[src/rtl/core/cpid_pkg.sv]
// shared types and constants for the clamped pid block
`default_nettype none

package cpid_pkg;

    localparam int GAIN_W     = 12;
    localparam int BYTE_W     = 8;
    localparam int BAND_W     = 12;
    localparam int MODE_W     = 2;
    localparam int APB_DATA_W = 32;
    localparam int APB_ADDR_W = 5;
    localparam int REG_IDX_W  = 3;

    // result mode codes
    localparam logic [MODE_W-1:0] MODE_OFF = 2'd0;
    localparam logic [MODE_W-1:0] MODE_ON  = 2'd1;
    localparam logic [MODE_W-1:0] MODE_PID = 2'd2;

    // register indexes
    localparam logic [REG_IDX_W-1:0] REG_KP     = 3'd0;
    localparam logic [REG_IDX_W-1:0] REG_KI     = 3'd1;
    localparam logic [REG_IDX_W-1:0] REG_KD     = 3'd2;
    localparam logic [REG_IDX_W-1:0] REG_PRESET = 3'd3;
    localparam logic [REG_IDX_W-1:0] REG_UPPER  = 3'd4;
    localparam logic [REG_IDX_W-1:0] REG_LOWER  = 3'd5;
    localparam logic [REG_IDX_W-1:0] REG_BAND   = 3'd6;

    // reset values
    localparam logic [GAIN_W-1:0] KP_RST     = 12'd256;
    localparam logic [GAIN_W-1:0] KI_RST     = 12'd26;
    localparam logic [GAIN_W-1:0] KD_RST     = 12'd51;
    localparam logic [BYTE_W-1:0] PRESET_RST = 8'd20;
    localparam logic [BYTE_W-1:0] UPPER_RST  = 8'd255;
    localparam logic [BYTE_W-1:0] LOWER_RST  = 8'd0;
    localparam logic [BAND_W-1:0] BAND_RST   = 12'd300;

    typedef struct packed {
        logic [GAIN_W-1:0] kp;
        logic [GAIN_W-1:0] ki;
        logic [GAIN_W-1:0] kd;
        logic [BYTE_W-1:0] preset;
        logic [BYTE_W-1:0] drive_max;
        logic [BYTE_W-1:0] drive_min;
        logic [BAND_W-1:0] band;
    } t_cfg;

endpackage

`default_nettype wire

[src/rtl/core/cpid_if.sv]
// sample and result channel interfaces
`default_nettype none

interface cpid_in_if #(
    parameter int SAMPLE_BITS = 12
);
    logic                   valid;
    logic                   ready;
    logic [SAMPLE_BITS-1:0] setpoint;
    logic [SAMPLE_BITS-1:0] measured;

    modport source (output valid, output setpoint, output measured, input ready);
    modport sink   (input valid, input setpoint, input measured, output ready);
endinterface

interface cpid_out_if;
    logic                          valid;
    logic                          ready;
    logic [cpid_pkg::BYTE_W-1:0]   drive;
    logic [cpid_pkg::MODE_W-1:0]   mode;

    modport source (output valid, output drive, output mode, input ready);
    modport sink   (input valid, input drive, input mode, output ready);
endinterface

`default_nettype wire

[src/rtl/core/clamped_pid_with_band_override.sv]
// top level of the clamped pid controller with band override
//
//  channel   dir   handshake          payload
//  i_in      in    valid / ready      setpoint, measured
//  o_out     out   valid / ready      drive, mode
//  apb       in    psel, penable      paddr, pwdata, pwrite, prdata (pready tied high)
//
// one sample per cycle sustained while the result is not stalled; each sample loads the
// input register, then the result register once that is free or being emptied
// the pid math is a single combinational pass between the input and result registers,
// and the integral and previous error update at the edge that loads the result
// synchronous active-low reset clears valid bits and pid state, resets the registers
// a stalled result drops i_in.ready only once the input register is also full
`default_nettype none

module clamped_pid_with_band_override #(
    parameter int SAMPLE_BITS    = 12,
    parameter int GAIN_FRAC_BITS = 8
) (
    input  wire logic                                i_clk,
    input  wire logic                                i_rst_n,
    cpid_in_if.sink                                  i_in,
    cpid_out_if.source                               o_out,
    input  wire logic                                psel,
    input  wire logic                                penable,
    input  wire logic                                pwrite,
    input  wire logic [cpid_pkg::APB_ADDR_W-1:0]     paddr,
    input  wire logic [cpid_pkg::APB_DATA_W-1:0]     pwdata,
    output logic      [cpid_pkg::APB_DATA_W-1:0]     prdata,
    output logic                                     pready
);

    localparam int LIM_W = GAIN_FRAC_BITS + 9;

    cpid_pkg::t_cfg cfg;

    // input register
    logic                          r_in_valid;
    logic [SAMPLE_BITS-1:0]        r_setpoint;
    logic [SAMPLE_BITS-1:0]        r_measured;

    // result register
    logic                          r_out_valid;
    logic [cpid_pkg::BYTE_W-1:0]   r_drive;
    logic [cpid_pkg::MODE_W-1:0]   r_mode;

    // controller state
    logic signed [LIM_W-1:0]       r_integral;
    logic signed [SAMPLE_BITS:0]   r_prev_err;

    logic signed [LIM_W-1:0]       n_integral;
    logic signed [SAMPLE_BITS:0]   n_prev_err;
    logic [cpid_pkg::BYTE_W-1:0]   n_drive;
    logic [cpid_pkg::MODE_W-1:0]   n_mode;

    logic                          in_take;
    logic                          advance;

    assign pready = 1'b1;

    cpid_regs u_regs (
        .i_clk   (i_clk),
        .i_rst_n (i_rst_n),
        .psel    (psel),
        .penable (penable),
        .pwrite  (pwrite),
        .paddr   (paddr),
        .pwdata  (pwdata),
        .prdata  (prdata),
        .o_cfg   (cfg)
    );

    cpid_calc #(
        .SAMPLE_BITS    (SAMPLE_BITS),
        .GAIN_FRAC_BITS (GAIN_FRAC_BITS)
    ) u_calc (
        .i_cfg      (cfg),
        .i_setpoint (r_setpoint),
        .i_measured (r_measured),
        .i_integral (r_integral),
        .i_prev_err (r_prev_err),
        .o_integral (n_integral),
        .o_prev_err (n_prev_err),
        .o_drive    (n_drive),
        .o_mode     (n_mode)
    );

    // the sample moves on when the result register is free or being emptied
    assign advance     = r_in_valid && (!r_out_valid || o_out.ready);
    assign i_in.ready  = !r_in_valid || advance;
    assign in_take     = i_in.valid && i_in.ready;

    assign o_out.valid = r_out_valid;
    assign o_out.drive = r_drive;
    assign o_out.mode  = r_mode;

    always_ff @(posedge i_clk) begin
        if (!i_rst_n) begin
            r_in_valid <= 1'b0;
        end else if (in_take) begin
            r_in_valid <= 1'b1;
        end else if (advance) begin
            r_in_valid <= 1'b0;
        end
    end

    always_ff @(posedge i_clk) begin
        if (in_take) begin
            r_setpoint <= i_in.setpoint;
            r_measured <= i_in.measured;
        end
    end

    // result valid and pid state
    always_ff @(posedge i_clk) begin
        if (!i_rst_n) begin
            r_out_valid <= 1'b0;
            r_integral  <= '0;
            r_prev_err  <= '0;
        end else if (advance) begin
            r_out_valid <= 1'b1;
            r_integral  <= n_integral;
            r_prev_err  <= n_prev_err;
        end else if (o_out.ready) begin
            r_out_valid <= 1'b0;
        end
    end

    always_ff @(posedge i_clk) begin
        if (advance) begin
            r_drive <= n_drive;
            r_mode  <= n_mode;
        end
    end

endmodule

`default_nettype wire

[src/rtl/core/cpid_regs.sv]
// apb configuration register file
`default_nettype none

module cpid_regs (
    input  wire logic                                i_clk,
    input  wire logic                                i_rst_n,
    input  wire logic                                psel,
    input  wire logic                                penable,
    input  wire logic                                pwrite,
    input  wire logic [cpid_pkg::APB_ADDR_W-1:0]     paddr,
    input  wire logic [cpid_pkg::APB_DATA_W-1:0]     pwdata,
    output logic      [cpid_pkg::APB_DATA_W-1:0]     prdata,
    output cpid_pkg::t_cfg                           o_cfg
);

    cpid_pkg::t_cfg                      r_cfg;
    logic [cpid_pkg::REG_IDX_W-1:0]      idx;
    logic                                wr_en;

    assign idx   = paddr[cpid_pkg::APB_ADDR_W-1:2];
    assign wr_en = psel && penable && pwrite;
    assign o_cfg = r_cfg;

    always_ff @(posedge i_clk) begin
        if (!i_rst_n) begin
            r_cfg.kp        <= cpid_pkg::KP_RST;
            r_cfg.ki        <= cpid_pkg::KI_RST;
            r_cfg.kd        <= cpid_pkg::KD_RST;
            r_cfg.preset    <= cpid_pkg::PRESET_RST;
            r_cfg.drive_max <= cpid_pkg::UPPER_RST;
            r_cfg.drive_min <= cpid_pkg::LOWER_RST;
            r_cfg.band      <= cpid_pkg::BAND_RST;
        end else if (wr_en) begin
            case (idx)
                cpid_pkg::REG_KP:     r_cfg.kp        <= pwdata[cpid_pkg::GAIN_W-1:0];
                cpid_pkg::REG_KI:     r_cfg.ki        <= pwdata[cpid_pkg::GAIN_W-1:0];
                cpid_pkg::REG_KD:     r_cfg.kd        <= pwdata[cpid_pkg::GAIN_W-1:0];
                cpid_pkg::REG_PRESET: r_cfg.preset    <= pwdata[cpid_pkg::BYTE_W-1:0];
                cpid_pkg::REG_UPPER:  r_cfg.drive_max <= pwdata[cpid_pkg::BYTE_W-1:0];
                cpid_pkg::REG_LOWER:  r_cfg.drive_min <= pwdata[cpid_pkg::BYTE_W-1:0];
                cpid_pkg::REG_BAND:   r_cfg.band      <= pwdata[cpid_pkg::BAND_W-1:0];
                default: ;
            endcase
        end
    end

    always_comb begin
        case (idx)
            cpid_pkg::REG_KP:     prdata = cpid_pkg::APB_DATA_W'(r_cfg.kp);
            cpid_pkg::REG_KI:     prdata = cpid_pkg::APB_DATA_W'(r_cfg.ki);
            cpid_pkg::REG_KD:     prdata = cpid_pkg::APB_DATA_W'(r_cfg.kd);
            cpid_pkg::REG_PRESET: prdata = cpid_pkg::APB_DATA_W'(r_cfg.preset);
            cpid_pkg::REG_UPPER:  prdata = cpid_pkg::APB_DATA_W'(r_cfg.drive_max);
            cpid_pkg::REG_LOWER:  prdata = cpid_pkg::APB_DATA_W'(r_cfg.drive_min);
            cpid_pkg::REG_BAND:   prdata = cpid_pkg::APB_DATA_W'(r_cfg.band);
            default:              prdata = '0;
        endcase
    end

endmodule

`default_nettype wire

[src/rtl/core/cpid_calc.sv]
// single-pass pid datapath: band check, gain products, term clamps, output
`default_nettype none

module cpid_calc #(
    parameter int SAMPLE_BITS    = 12,
    parameter int GAIN_FRAC_BITS = 8
) (
    input  wire cpid_pkg::t_cfg                  i_cfg,
    input  wire logic        [SAMPLE_BITS-1:0]   i_setpoint,
    input  wire logic        [SAMPLE_BITS-1:0]   i_measured,
    input  wire logic signed [GAIN_FRAC_BITS+8:0] i_integral,
    input  wire logic signed [SAMPLE_BITS:0]     i_prev_err,
    output logic signed      [GAIN_FRAC_BITS+8:0] o_integral,
    output logic signed      [SAMPLE_BITS:0]     o_prev_err,
    output logic             [cpid_pkg::BYTE_W-1:0] o_drive,
    output logic             [cpid_pkg::MODE_W-1:0] o_mode
);

    localparam int LIM_W  = GAIN_FRAC_BITS + 9;
    localparam int PROD_W = SAMPLE_BITS + cpid_pkg::GAIN_W + 3;
    localparam int W      = ((PROD_W > LIM_W + 2) ? PROD_W : LIM_W + 2) + 1;

    function automatic logic signed [W-1:0] clamp_w(
        input logic signed [W-1:0] v,
        input logic signed [W-1:0] lo,
        input logic signed [W-1:0] hi
    );
        logic signed [W-1:0] t;
        t = v;
        if (t > hi) t = hi;
        if (t < lo) t = lo;
        return t;
    endfunction

    logic signed [SAMPLE_BITS:0]   err;
    logic signed [SAMPLE_BITS+1:0] err_diff;
    logic signed [PROD_W-2:0]      p_prod;
    logic signed [PROD_W-2:0]      i_prod;
    logic signed [PROD_W-1:0]      d_prod;
    logic signed [W-1:0]           err_w;
    logic signed [W-1:0]           band_w;
    logic signed [W-1:0]           hi_w;
    logic signed [W-1:0]           lo_w;
    logic signed [W-1:0]           p_term;
    logic signed [W-1:0]           i_acc;
    logic signed [W-1:0]           i_term;
    logic signed [W-1:0]           d_term;
    logic signed [W-1:0]           sum_c;
    logic signed [W-1:0]           whole;
    logic                          force_off;
    logic                          force_on;
    logic                          ki_on;
    logic                          kd_on;

    assign err      = signed'({1'b0, i_setpoint}) - signed'({1'b0, i_measured});
    assign err_diff = (SAMPLE_BITS+2)'(err) - (SAMPLE_BITS+2)'(i_prev_err);

    assign p_prod = (PROD_W-1)'(err) * (PROD_W-1)'(signed'({1'b0, i_cfg.kp}));
    assign i_prod = (PROD_W-1)'(err) * (PROD_W-1)'(signed'({1'b0, i_cfg.ki}));
    assign d_prod = PROD_W'(err_diff) * PROD_W'(signed'({1'b0, i_cfg.kd}));

    assign err_w  = W'(err);
    assign band_w = signed'(W'(i_cfg.band));
    assign force_off = err_w < -band_w;
    assign force_on  = err_w > band_w;

    // term limits, shifted by the preset and scaled to the gain fraction
    assign hi_w = (signed'(W'(i_cfg.drive_max)) - signed'(W'(i_cfg.preset)))
                  <<< GAIN_FRAC_BITS;
    assign lo_w = (signed'(W'(i_cfg.drive_min)) - signed'(W'(i_cfg.preset)))
                  <<< GAIN_FRAC_BITS;

    assign ki_on = i_cfg.ki != '0;
    assign kd_on = i_cfg.kd != '0;

    assign p_term = clamp_w(W'(p_prod), lo_w, hi_w);
    assign i_acc  = W'(i_integral) + W'(i_prod);
    assign i_term = ki_on ? clamp_w(i_acc, lo_w, hi_w) : '0;
    assign d_term = kd_on ? clamp_w(W'(d_prod), lo_w, hi_w) : '0;
    assign sum_c  = clamp_w(p_term + i_term + d_term, lo_w, hi_w);
    assign whole  = sum_c >>> GAIN_FRAC_BITS;

    always_comb begin
        if (force_off) begin
            o_drive    = i_cfg.drive_min;
            o_mode     = cpid_pkg::MODE_OFF;
            o_integral = i_integral;
            o_prev_err = i_prev_err;
        end else if (force_on) begin
            o_drive    = i_cfg.drive_max;
            o_mode     = cpid_pkg::MODE_ON;
            o_integral = i_integral;
            o_prev_err = i_prev_err;
        end else begin
            o_drive    = whole[cpid_pkg::BYTE_W-1:0] + i_cfg.preset;
            o_mode     = cpid_pkg::MODE_PID;
            o_integral = i_term[LIM_W-1:0];
            o_prev_err = kd_on ? err : i_prev_err;
        end
    end

endmodule

`default_nettype wire

[src/flat_wrapper.sv]
// flat-port wrapper written by rule: the top's interface ports become plain ports
module clamped_pid_with_band_override_flat 
#(
    parameter int SAMPLE_BITS    = 12,
    parameter int GAIN_FRAC_BITS = 8
)
  (i_clk, i_rst_n, psel, penable, pwrite, paddr, pwdata, prdata, pready, i_in_valid, i_in_setpoint, i_in_measured, i_in_ready, o_out_valid, o_out_drive, o_out_mode, o_out_ready);
  cpid_in_if #(.SAMPLE_BITS(SAMPLE_BITS)) i_in_i ();
  cpid_out_if o_out_i ();
  input  wire logic i_clk;
  input  wire logic i_rst_n;
  input  wire logic psel;
  input  wire logic penable;
  input  wire logic pwrite;
  input  wire logic [cpid_pkg::APB_ADDR_W-1:0] paddr;
  input  wire logic [cpid_pkg::APB_DATA_W-1:0] pwdata;
  output logic      [cpid_pkg::APB_DATA_W-1:0] prdata;
  output logic pready;
  input wire logic [$bits(i_in_i.valid)-1:0] i_in_valid;
  input wire logic [$bits(i_in_i.setpoint)-1:0] i_in_setpoint;
  input wire logic [$bits(i_in_i.measured)-1:0] i_in_measured;
  output wire logic [$bits(i_in_i.ready)-1:0] i_in_ready;
  output wire logic [$bits(o_out_i.valid)-1:0] o_out_valid;
  output wire logic [$bits(o_out_i.drive)-1:0] o_out_drive;
  output wire logic [$bits(o_out_i.mode)-1:0] o_out_mode;
  input wire logic [$bits(o_out_i.ready)-1:0] o_out_ready;
  assign i_in_i.valid = i_in_valid;
  assign i_in_i.setpoint = i_in_setpoint;
  assign i_in_i.measured = i_in_measured;
  assign i_in_ready = i_in_i.ready;
  assign o_out_valid = o_out_i.valid;
  assign o_out_drive = o_out_i.drive;
  assign o_out_mode = o_out_i.mode;
  assign o_out_i.ready = o_out_ready;
  clamped_pid_with_band_override #(.SAMPLE_BITS(SAMPLE_BITS), .GAIN_FRAC_BITS(GAIN_FRAC_BITS)) u_core (.i_clk(i_clk), .i_rst_n(i_rst_n), .i_in(i_in_i), .o_out(o_out_i), .psel(psel), .penable(penable), .pwrite(pwrite), .paddr(paddr), .pwdata(pwdata), .prdata(prdata), .pready(pready));
endmodule
[config.mk]
export PLATFORM = sky130hd
export DESIGN_NAME = clamped_pid_with_band_override_flat
export DESIGN_NICKNAME = d
export VERILOG_FILES = /design/src/rtl/core/cpid_pkg.sv /design/src/rtl/core/cpid_if.sv /design/src/rtl/core/clamped_pid_with_band_override.sv /design/src/rtl/core/cpid_regs.sv /design/src/rtl/core/cpid_calc.sv /design/src/flat_wrapper.sv
export SDC_FILE = /design/constraint.sdc
export NUM_CORES = 2
export LEC_CHECK = 0
export BUFFER_PORTS_ARGS = -buffer_cell sky130_fd_sc_hd__buf_4
export CORE_UTILIZATION = 45
export DETAILED_ROUTE_END_ITERATION = 10
export PLACE_DENSITY_LB_ADDON = 0.12
export SLEW_MARGIN = 10
export SYNTH_ARGS = -nofsm -noshare
export SYNTH_HDL_FRONTEND = slang
export SYNTH_SLANG_ARGS = --single-unit
[constraint.sdc]
create_clock -name i_clk -period 33.5 [get_ports i_clk]
set_input_delay 6.7 -clock i_clk [delete_from_list [all_inputs] [get_ports i_clk]]
set_output_delay 6.7 -clock i_clk [all_outputs]
set_load 0.03 [all_outputs]
==> flow_summary.html <==
<table>
<tr><th>Metric</th><th>Value</th></tr>
<tr><th colspan="2">Outcome</th></tr>
<tr><td>Result of the run</td><td>finished with violations</td></tr>
<tr><td>Violated checks</td><td>design-rule violations</td></tr>
<tr><th colspan="2">Route</th></tr>
<tr><td>Routed length per placed instance</td><td>roughly 19 um</td></tr>
<tr><td>First-iteration detailed-routing DRC count</td><td>1655</td></tr>
<tr><td>DRC violation count after routing</td><td>1</td></tr>
<tr><td>Length of the first detailed-routing pass in iterations</td><td>8</td></tr>
<tr><td>Drt via density</td><td>5.298</td></tr>
<tr><td>Overall routed net length</td><td>~99000 um</td></tr>
<tr><td>Count of nets left with antenna violations after detail routing</td><td>0</td></tr>
<tr><td>Routed vias</td><td>27470</td></tr>
<tr><th colspan="2">Global route</th></tr>
<tr><td>Via count of the first global-routing pass</td><td>27310</td></tr>
<tr><td>Number of antenna violations at the first check in global routing</td><td>2</td></tr>
<tr><td>Global-route usage over all layers</td><td>roughly a quarter</td></tr>
<tr><td>Global-route wire length before repair</td><td>156200 um</td></tr>
<tr><td>Largest net degree at the start of global routing</td><td>66</td></tr>
<tr><td>Remaining global-route overflow</td><td>0</td></tr>
<tr><th colspan="2">Final layout</th></tr>
<tr><td>Area growth syn-to-layout</td><td>6.441%</td></tr>
<tr><td>Fraction of layout cells with a size suffix above 1</td><td>6.081%</td></tr>
<tr><td>Most frequent cells in the layout</td><td>inv_1 (805), fa_1 (512), ha_1 (452), nand2_1 (450), and2_1 (198)</td></tr>
<tr><td>Most common cell after layout, fill and taps aside</td><td>inv_1</td></tr>
<tr><td>Number of nets in the final layout</td><td>5163</td></tr>
<tr><td>Antenna diode instance count</td><td>0</td></tr>
<tr><th colspan="2">Worst setup path</th></tr>
<tr><td>Critical path arrival</td><td>24.98 ns</td></tr>
<tr><td>Beginning of the worst register-to-register path</td><td>u_core.r_measured[1]</td></tr>
<tr><td>Critical path origin</td><td>u_core.r_measured[1]</td></tr>
<tr><td>Largest incremental delay on the critical path</td><td>0.70 ns</td></tr>
<tr><td>R2r worst-path depth</td><td>95</td></tr>
<tr><td>Required @ worst endpoint</td><td>33.70 ns</td></tr>
<tr><td>Max stage delay cell, worst path</td><td>nand2_1</td></tr>
<tr><td>Cell seen most often among critical-path stages</td><td>ha_1</td></tr>
<tr><td>Crit end category</td><td>flop</td></tr>
<tr><td>Category of the worst setup path launch point</td><td>flop</td></tr>
<tr><td>Worst setup path class</td><td>flop to flop</td></tr>
<tr><td>Top fanout value on the critical path</td><td>28</td></tr>
<tr><th colspan="2">Synthesis</th></tr>
<tr><td>Main flop type after synthesis</td><td>dfxtp_1</td></tr>
<tr><td>Post-synth cell types</td><td>98</td></tr>
<tr><td>Post-synthesis simple-gate area fraction</td><td>16.35%</td></tr>
<tr><td>Summed instance area of the synthesized netlist</td><td>35080 um2</td></tr>
<tr><td>Sequential element share of the synthesized area</td><td>8.845%</td></tr>
<tr><td>Ys Warns</td><td>0</td></tr>
<tr><td>Number of instances in the synthesized netlist</td><td>4126</td></tr>
<tr><td>Parity-gate share of the synthesized area counting xor and xnor cells</td><td>3.591%</td></tr>
<tr><td>Number of flops mapped to enable cells by yosys</td><td>34</td></tr>
<tr><td>Share of cell area taken by muxes after synthesis</td><td>3.017%</td></tr>
<tr><td>Synth Area in Compound Gates</td><td>12.20%</td></tr>
<tr><td>Adder-cell area share of the yosys netlist</td><td>45.34%</td></tr>
<tr><td>Post-synthesis register bit count</td><td>138</td></tr>
<tr><td>Dominant combinational cell family by area after synthesis</td><td>adder cells</td></tr>
<tr><td>Mean area per synthesized cell</td><td>8.503 um2</td></tr>
<tr><td>Async S/R FF share, synth</td><td>0%</td></tr>
<tr><th colspan="2">Floorplanning</th></tr>
<tr><td>Core Area</td><td>77340 um2</td></tr>
<tr><td>Die Y</td><td>about 280 um</td></tr>
<tr><td>Floorplan die area</td><td>roughly 80000 um2</td></tr>
<tr><td>Die Wd</td><td>around 280 um</td></tr>
<tr><td>Starting Density</td><td>45.36%</td></tr>
<tr><td>I/O pin cnt</td><td>113</td></tr>
<tr><td>Number of placement rows</td><td>102</td></tr>
<tr><th colspan="2">Clock network</th></tr>
<tr><td>Maximum clock insertion buffer count</td><td>2</td></tr>
<tr><td>Postcts setup bufs</td><td>0</td></tr>
<tr><td>Clock latency reported for the late side of the worst-skew pair</td><td>0.45 ns</td></tr>
<tr><td>Count of H-tree levels built during CTS</td><td>4</td></tr>
<tr><td>CTS buffer count</td><td>17</td></tr>
<tr><td>Clock transition at the registers of the reported paths</td><td>0.07 ns</td></tr>
<tr><td>Resized Gates After CTS</td><td>0</td></tr>
<tr><td>Cts-stage hold buffer count</td><td>0</td></tr>
<tr><td>Clock sink total</td><td>138</td></tr>
<tr><td>CTS tree</td><td>built</td></tr>
<tr><td>Clock Root Buffer</td><td>clkbuf_16</td></tr>
<tr><th colspan="2">Flow run</th></tr>
<tr><td>Max Cap Viol</td><td>0</td></tr>
<tr><th colspan="2">Placement</th></tr>
<tr><td>Estimated wirelength of the detail-placed design</td><td>~80000 um</td></tr>
<tr><td>Routability congestion estimate from global placement</td><td>0.9012</td></tr>
<tr><td>Input/output buffers</td><td>69</td></tr>
<tr><th colspan="2">Timing</th></tr>
<tr><td>Total Neg Setup Slack</td><td>0 ns</td></tr>
<tr><td>Setup violators final</td><td>0</td></tr>
<tr><td>Number of hold-slack violations in the final timing report</td><td>0</td></tr>
<tr><td>Max Transition Viols Final</td><td>0</td></tr>
<tr><td>Max-slew headroom</td><td>26.34%</td></tr>
<tr><td>Max Fclk</td><td>0.04035 GHz</td></tr>
<tr><td>Crit path time final</td><td>24.78 ns</td></tr>
<tr><td>RSZ-0062 raised after global routing</td><td>false</td></tr>
<tr><td>Transition time of the tightest slew-check pin</td><td>1.097 ns</td></tr>
<tr><td>Fraction of the cycle the final worst path needs</td><td>about three quarters</td></tr>
<tr><td>Clock Skews</td><td>0.01028 ns</td></tr>
<tr><th colspan="2">Min path</th></tr>
<tr><td>Hold Crit Start</td><td>u_core.u_regs.o_cfg[52]</td></tr>
<tr><td>Type of the worst min-delay path</td><td>flop to flop</td></tr>
<tr><td>Depth of the worst hold-timing path</td><td>2</td></tr>
</table>
==> flip-flops by register name, indices dropped and copies added, names as in the netlist, 2 cells and up <==
name,flops
u_core.u_regs.o_cfg,72
u_core.r_integral,17
u_core.r_prev_err,13
u_core.r_measured,12
u_core.r_setpoint,12
u_core.o_out.drive,8
u_core.o_out.mode,2
==> metrics by stage <==
step | utilization (%) | setup WS (ns) | area, um2 | std cells | hold WS, ns
final | 48.29 | 8.720 | 37340 | 5184 | 0.4806
after global routing | 48.29 | 6.894 | 37340 | 5184 | 0.5011
after CTS | 48.29 | 8.743 | 37340 | 5184 | 0.4729
after detailed placement | 47.56 | 8.798 | 36780 | 5152 | 0.4562
after global placement | 47.56 | 8.917 | 36780 | 5152 | 0.4551
after floorplan | - | 12.48 | 35160 | 4145 | 0.4426
==> synthesized netlist by cell type (41+ instances only) <==
cell,n,area (um2)
inv_1,806,3025
fa_1,512,10250
ha_1,452,5655
nand2_1,450,1689
and2_1,198,1239
a21oi_1,182,910.9
nor2_1,155,581.8
o21ai_0,146,730.7
clkbuf_1,122,457.9
dfxtp_1,104,2082
xnor2_1,101,884.6
a21o_1,95,713.2
nor2b_1,81,506.7
nand3_1,77,385.4
mux2i_1,42,420.4
mux2_2,41,461.7
xor2_1,41,359.1
==> final timing paths <==
path | end | slack [ns]
max | u_core.o_out.drive[7] | 8.72
min | u_core.u_regs.o_cfg[52] | 0.48
max reg2reg | u_core.o_out.drive[7] | 8.72
min reg2reg | u_core.u_regs.o_cfg[52] | 0.48
==> layout make-up <==
| cell class | count | area [um2] |
|---|---|---|
| Multi-Input combinational cell | 3040 | 28400 |
| Clock inverter | 14 | 123.9 |
| Clock buffer | 18 | 439.2 |
| Inverter | 808 | 3033 |
| Sequential cell | 138 | 3103 |
| Tap cell | 1040 | 1301 |
| Fill cell | 7771 | 40000 |
| Timing Repair Buffer | 126 | 945.9 |
==> kinds of logic after synthesis <==
kind of cell,count (synthesis)
AOI/OAI and AO/OA,655
xor gates and xnor gates,143
adders and majority gates,964
buffers and inverters,967
DFF,138
muxes,93
other,2
and+or+nand+nor,1164
==> layer usage <==
| metal | part of all wire (%) | GRT usage [%] | vias to the layer above |
|---|---|---|---|
| li1 | - | - | 13290 |
| met1 | 46 | 36.11 | 13460 |
| met2 | 46 | 41.53 | 611 |
| met3 | 5.0 | 2.926 | 109 |
| met4 | 3.1 | 7.776 | 0 |
| met5 | 0 | 0 | - |
==> critical path: cells and delay by family, from the launching register on <==
family | cells | cell delay (ns)
buf+inv | 10 | 1.90
mux | 3 | 1.19
fa+ha+maj | 16 | 5.92
flops | 1 | 0.42
xor+xnor | 4 | 0.71
compound gates | 43 | 9.32
simple gates | 19 | 5.04
Power is left out: the tool's default activity adds up to more than one toggle a clock period on the data nets, which glitch-free logic cannot reach.
